--- config.mk ---
export PLATFORM = sky130hd
export DESIGN_NAME = first_fit_block_allocator_top
export DESIGN_NICKNAME = d
export VERILOG_FILES = /design/src/sv/ffba_pkg.sv /design/src/sv/first_fit_block_allocator_top.sv /design/src/sv/ffba_ram.sv
export SDC_FILE = /design/constraint.sdc
export NUM_CORES = 2
export LEC_CHECK = 0
export ABC_AREA = 1
export BUFFER_PORTS_ARGS = -buffer_cell sky130_fd_sc_hd__buf_2
export CORE_UTILIZATION = 30
export CTS_BUF_LIST = sky130_fd_sc_hd__clkbuf_8
export DETAILED_ROUTE_END_ITERATION = 10
export HOLD_SLACK_MARGIN = 0.1
export MAX_ROUTING_LAYER = met4
export PLACE_DENSITY = 0.45
export SYNTH_ARGS = -nofsm -noshare
export SYNTH_HDL_FRONTEND = slang
export SYNTH_SLANG_ARGS = --single-unit
export TNS_END_PERCENT = 1
--- constraint.sdc ---
create_clock -name clk_i -period 10.7 [get_ports clk_i]
set_input_delay 0.535 -clock clk_i [delete_from_list [all_inputs] [get_ports clk_i]]
set_output_delay 0.535 -clock clk_i [all_outputs]
set_load 0.03 [all_outputs]
--- src/sv/ffba_pkg.sv ---
package ffba_pkg;

  localparam int unsigned MaxBlocks   = 64;
  localparam int unsigned SlotW       = $clog2(MaxBlocks);
  localparam int unsigned CountW      = SlotW + 1;
  localparam int unsigned SizeW       = 21;
  localparam int unsigned HeaderBytes = 12;
  localparam int unsigned PageShift   = 12;
  localparam int unsigned EntryW      = SizeW + 1 + SlotW;

  localparam logic [31:0] BaseReset   = 32'hC000_0000;
  localparam logic [8:0]  FramesReset = 9'd16;

  typedef enum logic [2:0] {
    StOk        = 3'd0,
    StNoSpace   = 3'd1,
    StNull      = 3'd2,
    StOutside   = 3'd3,
    StDouble    = 3'd4,
    StNotBlock  = 3'd5
  } status_e;

  localparam logic ActAlloc   = 1'b0;
  localparam logic ActRelease = 1'b1;

  localparam logic CfgBase   = 1'b0;
  localparam logic CfgFrames = 1'b1;

  typedef struct packed {
    logic        action;
    logic [31:0] request_bytes;
    logic [31:0] release_address;
  } req_t;

  typedef struct packed {
    logic [31:0] granted_address;
    logic [2:0]  status;
  } rsp_t;

  typedef struct packed {
    logic [SizeW-1:0] size;
    logic             free;
    logic [SlotW-1:0] next;
  } entry_t;

endpackage

--- src/sv/first_fit_block_allocator_top.sv ---
// First-fit heap allocator. Block table (size, free mark, next link) lives in one
// 64-entry synchronous RAM; slot 0 always heads the address-ordered list. An
// allocate walks the list one entry at a time (SARd, SAChk) until a fit, then
// writes back the split, with the new tail slot written afterwards in SLMove. A
// null release answers the cycle after it is accepted. Any other release walks
// to the matching block (SFRd, SFChk per entry), then one coalescing pass
// visits each adjacent pair (SCRd, SCChk, SCRdNx). Each merge costs a write-back
// plus, when a slot must be compacted, a predecessor scan; at most two merges
// happen per release. After reset or any configuration write the table is
// reinitialized. A result waits in an output register; until it is taken, new
// requests and configuration writes are held off.
module first_fit_block_allocator_top (
  input  logic              clk_i,
  input  logic              rst_ni,
  input  logic              in_valid_i,
  output logic              in_stall_o,
  input  ffba_pkg::req_t    in_data_i,
  output logic              out_valid_o,
  input  logic              out_stall_i,
  output ffba_pkg::rsp_t    out_data_o,
  input  logic              cfg_valid_i,
  output logic              cfg_ready_o,
  input  logic [0:0]        cfg_index_i,
  input  logic [31:0]       cfg_data_i
);
  localparam int unsigned SW = ffba_pkg::SlotW;
  localparam int unsigned CW = ffba_pkg::CountW;
  localparam int unsigned ZW = ffba_pkg::SizeW;

  typedef enum logic [3:0] {
    SIdle, SARd, SAChk, SFRd, SFChk, SCRd, SCChk, SCRdNx, SCMerge,
    SPRd, SPChk, SLRd, SLMove, SDone
  } state_e;

  state_e           state_q;
  logic [31:0]      base_q;
  logic [8:0]       frames_q;
  logic [CW-1:0]    count_q;
  ffba_pkg::req_t   req_q;
  logic [SW-1:0]    cur_q, nx_q, rem_q, p_q;
  logic [CW-1:0]    pos_q;
  logic [33:0]      off_q;
  ffba_pkg::entry_t cure_q, nxe_q;
  logic             init_q;
  logic             out_valid_q;
  ffba_pkg::rsp_t   out_q;

  logic             we;
  logic [SW-1:0]    waddr, raddr;
  ffba_pkg::entry_t wdata, rdata;
  logic [8:0]       frames_eff;
  logic [20:0]      heap_bytes;
  logic [33:0]      need;
  logic [31:0]      rel;
  logic [SW-1:0]    last;

  ffba_ram #(.Width(ffba_pkg::EntryW), .Depth(ffba_pkg::MaxBlocks)) u_ram (
    .clk_i, .we_i(we), .waddr_i(waddr), .wdata_i(wdata),
    .raddr_i(raddr), .rdata_o(rdata)
  );

  // slot 0 is virtual after init until first written back
  ffba_pkg::entry_t rd_e;
  logic             rd0_q;
  always_comb begin
    rd_e = rdata;
    if (init_q && rd0_q) begin
      rd_e = '{size: ZW'(heap_bytes - 21'(ffba_pkg::HeaderBytes)), free: 1'b1, next: '0};
    end
  end

  assign frames_eff = (frames_q == 9'd0)   ? 9'd1 :
                      (frames_q > 9'd256)  ? 9'd256 : frames_q;
  assign heap_bytes = 21'(frames_eff) << ffba_pkg::PageShift;
  assign need       = (34'(req_q.request_bytes) + 34'd3) & ~34'd3;
  assign rel        = req_q.release_address - base_q;
  assign last       = SW'(count_q - CW'(1));

  assign in_stall_o  = (state_q != SIdle) || out_valid_q || cfg_valid_i;
  assign cfg_ready_o = (state_q == SIdle) && !out_valid_q;
  assign out_valid_o = out_valid_q;
  assign out_data_o  = out_q;

  logic split_ok;
  assign split_ok = (34'(rd_e.size) >= need + 34'(ffba_pkg::HeaderBytes + 4))
                    && (count_q < CW'(ffba_pkg::MaxBlocks));

  always_comb begin
    we = 1'b0; waddr = cur_q; wdata = rd_e; raddr = cur_q;
    unique case (state_q)
      SAChk: begin
        raddr = rd_e.next;
        if (rd_e.free && 34'(rd_e.size) >= need) begin
          we = 1'b1;
          if (split_ok) wdata = '{size: ZW'(need), free: 1'b0, next: SW'(count_q)};
          else wdata = '{size: rd_e.size, free: 1'b0, next: rd_e.next};
        end
      end
      SFChk: begin
        raddr = rd_e.next;
        if (off_q + 34'(ffba_pkg::HeaderBytes) == 34'(rel) && !rd_e.free) begin
          we = 1'b1; wdata = '{size: rd_e.size, free: 1'b1, next: rd_e.next};
        end
      end
      SCChk:   raddr = rd_e.next;
      SCRdNx:  raddr = nx_q;
      SCMerge: begin
        we = 1'b1;
        wdata = '{size: ZW'(cure_q.size + ZW'(ffba_pkg::HeaderBytes) + rd_e.size),
                  free: 1'b1, next: rd_e.next};
      end
      SPRd:    raddr = p_q;
      SPChk: begin
        raddr = rd_e.next;
        if (rd_e.next == last) begin
          we = 1'b1; waddr = p_q; wdata = '{size: rd_e.size, free: rd_e.free, next: rem_q};
        end
      end
      SLRd:    raddr = last;
      SLMove: begin
        we = 1'b1; waddr = rem_q;
        wdata = (req_q.action == ffba_pkg::ActAlloc) ? nxe_q : rd_e;
      end
      SIdle, SARd, SFRd, SCRd, SDone: ;
      default: ;
    endcase
  end

  logic [ZW-1:0] split_size;
  assign split_size = ZW'(34'(rd_e.size) - need - 34'(ffba_pkg::HeaderBytes));

  always_ff @(posedge clk_i or negedge rst_ni) begin
    if (!rst_ni) begin
      state_q <= SIdle; base_q <= ffba_pkg::BaseReset; frames_q <= ffba_pkg::FramesReset;
      count_q <= CW'(1); init_q <= 1'b1; out_valid_q <= 1'b0; rd0_q <= 1'b0;
      cur_q <= '0; nx_q <= '0; rem_q <= '0; p_q <= '0; pos_q <= '0; off_q <= '0;
    end else begin
      rd0_q <= (raddr == '0);
      if (we && waddr == '0) init_q <= 1'b0;
      if (out_valid_q && !out_stall_i) out_valid_q <= 1'b0;
      unique case (state_q)
        SIdle: begin
          if (cfg_valid_i && cfg_ready_o) begin
            if (cfg_index_i == ffba_pkg::CfgBase) base_q <= cfg_data_i;
            else frames_q <= cfg_data_i[8:0];
            init_q <= 1'b1; count_q <= CW'(1);
          end else if (in_valid_i && !in_stall_o) begin
            req_q <= in_data_i; cur_q <= '0; pos_q <= '0; off_q <= '0;
            if (in_data_i.action == ffba_pkg::ActAlloc) state_q <= SARd;
            else if (in_data_i.release_address == '0) begin
              out_q <= '{granted_address: '0, status: ffba_pkg::StNull};
              out_valid_q <= 1'b1;
            end else state_q <= SFRd;
          end
        end
        SARd: begin
          if (pos_q == count_q) begin
            out_q <= '{granted_address: '0, status: ffba_pkg::StNoSpace};
            state_q <= SDone;
          end else state_q <= SAChk;
        end
        SAChk: begin
          if (rd_e.free && 34'(rd_e.size) >= need) begin
            if (split_ok) begin
              // new tail slot written next cycle in SLMove
              nxe_q <= '{size: split_size, free: 1'b1, next: rd_e.next};
              rem_q <= SW'(count_q);
              count_q <= count_q + CW'(1);
              state_q <= SLMove;
              p_q <= '1;
            end else state_q <= SDone;
            out_q <= '{granted_address: base_q + off_q[31:0] + 32'(ffba_pkg::HeaderBytes),
                       status: ffba_pkg::StOk};
          end else begin
            off_q <= off_q + 34'(ffba_pkg::HeaderBytes) + 34'(rd_e.size);
            cur_q <= rd_e.next; pos_q <= pos_q + CW'(1); state_q <= SARd;
          end
        end
        SFRd: begin
          if (32'(heap_bytes) <= rel) begin
            out_q <= '{granted_address: '0, status: ffba_pkg::StOutside};
            state_q <= SDone;
          end else if (pos_q == count_q) begin
            out_q <= '{granted_address: '0, status: ffba_pkg::StNotBlock};
            state_q <= SDone;
          end else state_q <= SFChk;
        end
        SFChk: begin
          if (off_q + 34'(ffba_pkg::HeaderBytes) == 34'(rel)) begin
            if (rd_e.free) begin
              out_q <= '{granted_address: '0, status: ffba_pkg::StDouble};
              state_q <= SDone;
            end else begin
              out_q <= '{granted_address: '0, status: ffba_pkg::StOk};
              cur_q <= '0; pos_q <= '0; state_q <= SCRd;
            end
          end else begin
            off_q <= off_q + 34'(ffba_pkg::HeaderBytes) + 34'(rd_e.size);
            cur_q <= rd_e.next; pos_q <= pos_q + CW'(1); state_q <= SFRd;
          end
        end
        SCRd: state_q <= (pos_q + CW'(1) < count_q) ? SCChk : SDone;
        SCChk: begin
          cure_q <= rd_e; nx_q <= rd_e.next; state_q <= SCRdNx;
        end
        SCRdNx: begin
          if (cure_q.free && rd_e.free) state_q <= SCMerge;
          else begin
            cur_q <= nx_q; pos_q <= pos_q + CW'(1); state_q <= SCRd;
          end
        end
        SCMerge: begin
          rem_q <= nx_q; p_q <= '0; pos_q <= pos_q;
          off_q <= '0;
          if (nx_q == last) begin
            count_q <= count_q - CW'(1); state_q <= SCRd;
          end else state_q <= SPRd;
        end
        SPRd: state_q <= SPChk;
        SPChk: begin
          if (rd_e.next == last || off_q[CW-1:0] + CW'(2) >= count_q) state_q <= SLRd;
          else begin
            p_q <= rd_e.next; off_q <= off_q + 34'd1; state_q <= SPRd;
          end
        end
        SLRd: state_q <= SLMove;
        SLMove: begin
          if (p_q == '1 && req_q.action == ffba_pkg::ActAlloc) state_q <= SDone;
          else begin
            if (cur_q == last) cur_q <= rem_q;
            count_q <= count_q - CW'(1); state_q <= SCRd;
          end
        end
        SDone: begin
          out_valid_q <= 1'b1; state_q <= SIdle;
        end
        default: state_q <= SIdle;
      endcase
    end
  end

  a_count_bound: assert property (@(posedge clk_i) disable iff (!rst_ni)
    count_q != '0 && count_q <= CW'(ffba_pkg::MaxBlocks))
    else $error("block count out of range");
  a_stall_busy: assert property (@(posedge clk_i) disable iff (!rst_ni)
    state_q != SIdle |-> in_stall_o)
    else $error("accepting while busy");
  a_cfg_idle: assert property (@(posedge clk_i) disable iff (!rst_ni)
    cfg_ready_o |-> state_q == SIdle && !out_valid_q)
    else $error("config while busy");
  a_result_idle: assert property (@(posedge clk_i) disable iff (!rst_ni)
    out_valid_q |-> state_q == SIdle)
    else $error("result pending during walk");
endmodule

--- src/sv/ffba_ram.sv ---
module ffba_ram #(
  parameter int unsigned Width = 8,
  parameter int unsigned Depth = 16
) (
  input  logic                     clk_i,
  input  logic                     we_i,
  input  logic [$clog2(Depth)-1:0] waddr_i,
  input  logic [Width-1:0]         wdata_i,
  input  logic [$clog2(Depth)-1:0] raddr_i,
  output logic [Width-1:0]         rdata_o
);
  logic [Width-1:0] mem_q [Depth];

  always_ff @(posedge clk_i) begin
    if (we_i) begin
      mem_q[waddr_i] <= wdata_i;
    end
    rdata_o <= mem_q[raddr_i];
  end
endmodule
=== After elaboration in Yosys (flattened, before gate mapping) ===
Memories as Yosys holds them, arrays and structs flattened. A register that Yosys moved wholly into a read port is not among the register bits.
Index checks and enable logic that the tools add are counted.

* Memory bits (writable): 1792
* Output and inout port bits: 38
* ROM bits: 0
* Memories kept: 1
* Bits in registers: 269
* Bits in latches: 0

{| class="wikitable"
|+ Memory list
! name !! words !! bits a word !! read ports !! clocked after Yosys merged registers in !! write ports !! RTL line !! RTL
|-
| u_ram.mem_q || 64 || 28 || 1 || 1 || 1 || ffba_ram.sv:12 || <nowiki>logic [Width-1:0] mem_q [Depth];</nowiki>
|}

* $lt $le $gt $ge: 7
* Add/subtract/negate cells: 17
* Divide/modulo/power cells: 0
* Multipliers: 0
* Reduce and logical (&&, ||, !) cells: 46
* Multiplexer cells: 90
* Bitwise operators: 3
* Shift-type cells: 0
* Equality and inequality tests: 38

{| class="wikitable"
|+ Operator list
! operator !! count
|-
| 35-bit 2-to-1 mux || 9
|-
| 35-bit one-hot mux with 5 select lines || 1
|-
| 34-bit 2-to-1 mux || 5
|-
| 34-bit one-hot mux with 5 select lines || 1
|-
| 28-bit one-hot mux with 5 select lines || 1
|-
| 28-bit 2-to-1 mux || 4
|-
| 6-bit 2-to-1 mux || 15
|-
| 7-bit 2-to-1 mux || 12
|-
| 4-bit 2-to-1 mux || 14
|-
| 7-bit one-hot mux with 4 select lines || 2
|-
| 4-bit one-hot mux with 13 select lines || 1
|-
| 21-bit by 4-bit subtractor with 21-bit output, second input constant || 2
|-
| 33-bit by 5-bit adder with 34-bit output, second input constant || 1
|-
| 34-bit by 1-bit adder with 34-bit output, second input constant || 1
|-
| 34-bit by 21-bit adder with 34-bit output || 1
|-
| 34-bit by 4-bit adder with 34-bit output, second input constant || 1
|-
| 34-bit by 32-bit equality test with 1-bit output || 1
|-
| 21-bit by 34-bit greater-or-equal comparator with 1-bit output || 1
|-
| 32-bit by 2-bit adder with 33-bit output, second input constant || 1
|-
| 21-bit by 33-bit greater-or-equal comparator with 1-bit output || 1
|-
| 32-bit adder || 1
|-
| 32-bit by 4-bit adder with 32-bit output, second input constant || 1
|-
| 21-bit by 32-bit <= comparator with 1-bit output || 1
|-
| 32-bit zero test || 1
|-
| 50 further kinds || 122
|}

=== Longest topological paths before layout ===
* Word-level depth: 13
* Depth in mapped cells: 32
* Gate-level depth less buffers: 32

=== Cells and area by module ===
A second synthesis with hierarchy kept.

* Cell total of the unflattened synthesis: 10139
* Area, all modules: 99977.1 µm²

{| class="wikitable"
|+ By module, submodules not included
! module !! instances !! cells each !! area an instance (µm²)
|-
| ffba_ram || 1 || 6102 || 72911.2
|-
| first_fit_block_allocator_top || 1 || 4037 || 27066.0
|}

=== Worst setup path before layout ===
OpenSTA, ideal clock, no wires.

* Path type: reg-to-reg
* Start: register req_q[35] in the netlist's numbering
* End: register nxe_q[0] in the netlist's numbering, enable pin
* Stages on the path, launching flop included: 30
* Slack: 5.648 ns
* Arrival time: 4.641 ns
* Setup time: 0.411 ns
* Buffers on the path: 0
* Cells stage by stage: edfxtp_1 nand2_1 nor2_4 nand2_1 inv_1 or2_2 nand2_1 inv_1 ha_1 nand2_1 inv_1 nand4_1 nor2_1 nand3_2 xor2_1 inv_1 ha_1 nand3_1 nor3_1 a31oi_1 o21a_1 nand2_1 nand3b_1 nand2_1 nand2_1 nor2_8 nand2_4 inv_2 nand2_1 nor2_1

* Longest elaborated chain between the ends: 5
* Elaborated cells on any way between the ends: 7
* Classes of those cells: add/sub: 2; order compare: 2; reduce/logical: 3

{| class="wikitable"
|+ RTL lines
! what !! RTL line !! RTL
|-
| start, declared || first_fit_block_allocator_top.sv:39 || <nowiki>ffba_pkg::req_t req_q;</nowiki>
|-
| start signal, assigned || first_fit_block_allocator_top.sv:148 || <nowiki>req_q <= in_data_i; cur_q <= '0; pos_q <= '0; off_q <= '0;</nowiki>
|-
| 32-bit by 2-bit adder with 33-bit output (*) || first_fit_block_allocator_top.sv:75 || <nowiki>assign need = (34'(req_q.request_bytes) + 34'd3) & ~34'd3;</nowiki>
|-
| 33-bit by 5-bit adder with 34-bit output || first_fit_block_allocator_top.sv:85 || <nowiki>assign split_ok = (34'(rd_e.size) >= need + 34'(ffba_pkg::HeaderBytes + 4))</nowiki>
|-
| 21-bit by 34-bit greater-or-equal comparator with 1-bit output || first_fit_block_allocator_top.sv:85 ||
|-
| 1-bit logical AND || first_fit_block_allocator_top.sv:86 || <nowiki>&& (count_q < CW'(ffba_pkg::MaxBlocks));</nowiki>
|-
| 4-bit AND reduction (no source line) (*) || - ||
|-
| end signal, assigned || first_fit_block_allocator_top.sv:166 || <nowiki>nxe_q <= '{size: split_size, free: 1'b1, next: rd_e.next};</nowiki>
|-
| end, declared || first_fit_block_allocator_top.sv:43 || <nowiki>ffba_pkg::entry_t cure_q, nxe_q;</nowiki>
|}

Mark *: on every way between the ends. The rest lies on a longest branch, timed or not.
A chain may end at the register's enable or synchronous reset.

=== Final worst setup path ===
* Start: register init_q
* End: memory u_ram.mem_q[29][18] in the netlist's numbering, enable pin

* Longest elaborated chain between the ends: 8
* Elaborated cells on any way between the ends: 15
* Classes of those cells: order compare: 1; eq/ne: 1; mux: 9; reduce/logical: 4

{| class="wikitable"
|+ RTL lines
! what !! RTL line !! RTL
|-
| start, declared || first_fit_block_allocator_top.sv:44 || <nowiki>logic init_q;</nowiki>
|-
| start signal, assigned || first_fit_block_allocator_top.sv:135 || <nowiki>count_q <= CW'(1); init_q <= 1'b1; out_valid_q <= 1'b0; rd0_q <= 1'b0;</nowiki>
|-
| start signal, assigned || first_fit_block_allocator_top.sv:139 || <nowiki>if (we && waddr == '0) init_q <= 1'b0;</nowiki>
|-
| start signal, assigned || first_fit_block_allocator_top.sv:146 || <nowiki>init_q <= 1'b1; count_q <= CW'(1);</nowiki>
|-
| 1-bit logical AND (*) || first_fit_block_allocator_top.sv:67 || <nowiki>if (init_q && rd0_q) begin</nowiki>
|-
| 28-bit 2-to-1 mux (*) || first_fit_block_allocator_top.sv:67 ||
|-
| 21-bit by 33-bit greater-or-equal comparator with 1-bit output / 1-bit zero test (equally long branches) || first_fit_block_allocator_top.sv:93, first_fit_block_allocator_top.sv:101 ||
|-
| 1-bit logical AND, on equally long branches || first_fit_block_allocator_top.sv:93, first_fit_block_allocator_top.sv:101 ||
|-
| 1-bit 2-to-1 mux, on equally long branches || first_fit_block_allocator_top.sv:93, first_fit_block_allocator_top.sv:101 ||
|-
| 1-bit one-hot mux with 4 select lines || first_fit_block_allocator_top.sv:90 || <nowiki>unique case (state_q)</nowiki>
|-
| 1-bit 2-to-1 mux || ffba_ram.sv:15 || <nowiki>if (we_i) begin</nowiki>
|-
| 1-bit 2-to-1 mux (implied by the code) || ffba_ram.sv:16 || <nowiki>mem_q[waddr_i] <= wdata_i;</nowiki>
|-
| end, declared || ffba_ram.sv:12 ||
|}

Marks and branches as above.

==> results.cfg <==
[global_route]
grt.total_usage = 0.217
antenna_found_initial = 9
grt_pass1_wl_mm = 506
grt_pass1_vias = 70900
grt_max_degree = 166
grt_overflow = 0

[cts]
cts_tree = done
cts-root-buf = clkbuf_8
clkTransAtPathRegs_ns = 0.06
htreeDepth = 5
clk_path_buf_depth = 4
cts.repair.resized = 0
post_cts_buffers = 0
insertion_delay_ns = 1.09
cts.sinks = 2089
cts_hold_buf = 105
cts_buffers = 372

[sta]
relSlewSlack = 0.125
finalCriticalPeriod_ns = 6.83
setup_viol = 0
fmax_mhz = 146
rsz0062_at_grt = no
maxSlewViolCount = 0
fin_crit_sh = 0.639
setup_total_negative_slack_ns = 0
hold_viol = 0
fin_worst_skew_ns = 0.120
worst_pin_slew_ns = 1.31

[logic_synthesis]
synth_xor_area_frac = 0.0112
synthMuxAreaShare = 0.000116
async_reset_ff_frac = 0.0574
synthSimpleGateAreaFrac = 0.156
synth_edf_count = 1941
synth-seq-area-share = 0.635
synth_top_family_by_area = simple AND/OR/NAND/NOR gates
syn_area_sq_um = 97400
ys_ff_latch = 2089
synthDistinctLibCells = 66
yosysWarnings = 0
synth_adder_area_share = 0.0337
synth_area_per_cell_sq_um = 10.6
synth_compound_area_frac = 0.120
syn_nets = 9569
synth_cells = 9207
synth_top_flop_cell = edfxtp_1

[routing]
wl_per_cell_microns = 25.0
first_pass_iters = 5
via_per_inst = 5.18
drtIter0Drc = 6616
drc = 0
totalWireLength_mm = 354
vias = 73200
postRouteAntennaNets = 0

[final_layout]
final_layout_size_suffix_gt1_frac = 0.0947
layout.nets = 9880
final_common_cell = edfxtp_1
utilization = 0.346
areaGrowthSynthToFinish_pct = 14.2
layout_common_cells = edfxtp_1 (1941), nand2_1 (1340), nor2_1 (1303)

[setup_path]
critical_path_class = register to register
cp-end-kind = register
start_kind = register
crit_arrival_ns = 7.44
worstPathRequired_ns = 11.30
path_max_fanout = 28

[die]
die_y_microns = 572
fp.coreArea_sq_um = 322000
core.rowCount = 208
io-pin-count = 141
die_area_sq_um = 327000
initial_core_util = 0.303
dieWidth_microns = 572

[worst_hold_path]
hold_class = input pin to register

[placed_design]
gp_congestion = 0.948
numPortBuffers = 140
hpwl_mm = 215

[flow_run]
drv_cap = 0

[run_status]
outcome = completed
[state kept, by name, summed over array words and instances, names as in the netlist, 7 cells and up]
| signal | flops |
|---|---|
| count_q | 7 |
| pos_q | 7 |
| base_q | 32 |
| out_data_o | 35 |
| u_ram.mem_q | 1792 |
| nxe_q | 27 |
| u_ram.rdata_o | 28 |
| off_q | 34 |
| frames_q | 9 |
| req_q | 65 |
| cure_q | 22 |
[worst max-delay path: stages, from the launching register on]
cell and delay [ns]:
dfstp_2 0.52, nand2_1 0.44, inv_1 0.16, buf_4 0.40, nand3_1 0.27, nand2_1 0.43, inv_1 0.14, ha_1 0.35
nand3_1 0.15, nor4_1 0.29, a41oi_1 0.14, nand2_1 0.11, nand4_1 0.14, nor2_2 0.57, inv_2 0.13, nand3_2 0.49
nand2_1 0.57, nor2_4 1.02
[cell families (layout without fill, tap and decap cells)]
| kind of cell | count (synthesis) | in the layout |
|---|---|---|
| AND/OR/NAND/NOR | 3599 | 3599 |
| buffers and inverters | 1093 | 1691 |
| multiplexers | 1 | 1 |
| flip-flops | 2089 | 2089 |
| other | 0 | 13 |
| AO/OA/AOI/OAI | 2041 | 2041 |
| XOR/XNOR | 125 | 125 |
| adder cells (fa/ha/maj) | 259 | 259 |
[per-layer routing]
metal | track usage | vias up | wire length, microns
met5 | - | - | 0
met4 | 0.0690 | 0 | 11300
met3 | 0.0308 | 537 | 21600
met2 | 0.342 | 2439 | 164000
met1 | 0.288 | 36600 | 157000
li1 | - | 33600 | -
[final cells by class]
class / count / area (sq um)
diodes: 13 / 32.5
clock buffers: 384 / 5290
clock inverters: 277 / 1500
fillers: 32300 / 211000
inverters: 637 / 2420
multi-input cells: 6025 / 31700
flip-flops and latches: 2089 / 61900
well taps: 4305 / 5390
repair buffers: 393 / 3050
[path summary, 6_finish.rpt]
kind,start,to,slack [ns],cells past startpoint
worst min register to register,init_q,init_q,0.46,2
worst max register to register,init_q,u_ram.mem_q[29][18],3.87,17
worst max-delay path,init_q,u_ram.mem_q[29][18],3.87,17
worst min-delay path,in_data_i[57],req_q[57],0.24,2
min in group asynchronous,rst_ni,base_q[31],0.66,3
max in group asynchronous,rst_ni,base_q[5],9.18,4
[cell usage after synthesis, types with 6 or more instances]
library cell | instances | area share
nand4_1 | 97 | 0.0062
fa_1 | 6 | 0.0012
a21o_1 | 8 | 0.00062
o221ai_1 | 194 | 0.017
o21ai_1 | 16 | 0.00082
and2_1 | 11 | 0.00071
o211ai_1 | 49 | 0.0038
edfxtp_1 | 1941 | 0.60
o21ai_2 | 18 | 0.0016
ha_1 | 253 | 0.033
or2_2 | 15 | 0.00096
nor4_1 | 23 | 0.0015
nor3_1 | 55 | 0.0028
a221oi_1 | 13 | 0.0012
dfxtp_1 | 28 | 0.0058
clkinv_1 | 12 | 0.00046
o21bai_1 | 13 | 0.0010
o22ai_1 | 258 | 0.017
nor2_4 | 11 | 0.0013
a22oi_1 | 6 | 0.00046
nor2_2 | 17 | 0.0011
nand2_1 | 1350 | 0.052
nand3_1 | 610 | 0.031
buf_1 | 26 | 0.0010
a211oi_1 | 13 | 0.0010
nor3b_1 | 8 | 0.00062
nand2_2 | 17 | 0.0011
a31oi_1 | 19 | 0.0012
nand3b_1 | 21 | 0.0016
o21ai_0 | 1112 | 0.057
inv_2 | 17 | 0.00066
inv_1 | 608 | 0.023
clkbuf_1 | 330 | 0.013
o21a_1 | 8 | 0.00062
xnor2_1 | 22 | 0.0020
xor2_1 | 103 | 0.0093
nand3_2 | 11 | 0.0011
dfrtp_1 | 115 | 0.030
buf_2 | 92 | 0.0047
a21oi_1 | 292 | 0.015
nor2_1 | 1342 | 0.052
[stage by stage]
step / instances / area [sq um] / hold WS (ns) / worst slack, ns
CTS: 14100 / 111000 / 0.126 / 3.87
floorplan: 9207 / 97400 / 0.239 / 5.65
global placement: 13300 / 103000 / 0.462 / 3.93
detailed placement: 13300 / 103000 / 0.460 / 3.90
global route: 14100 / 111000 / 0.185 / 3.52
finish: 14100 / 111000 / 0.243 / 3.87
Power is left out: the tool's default activity adds up to more than one toggle a clock period on the data nets, which glitch-free logic cannot reach.
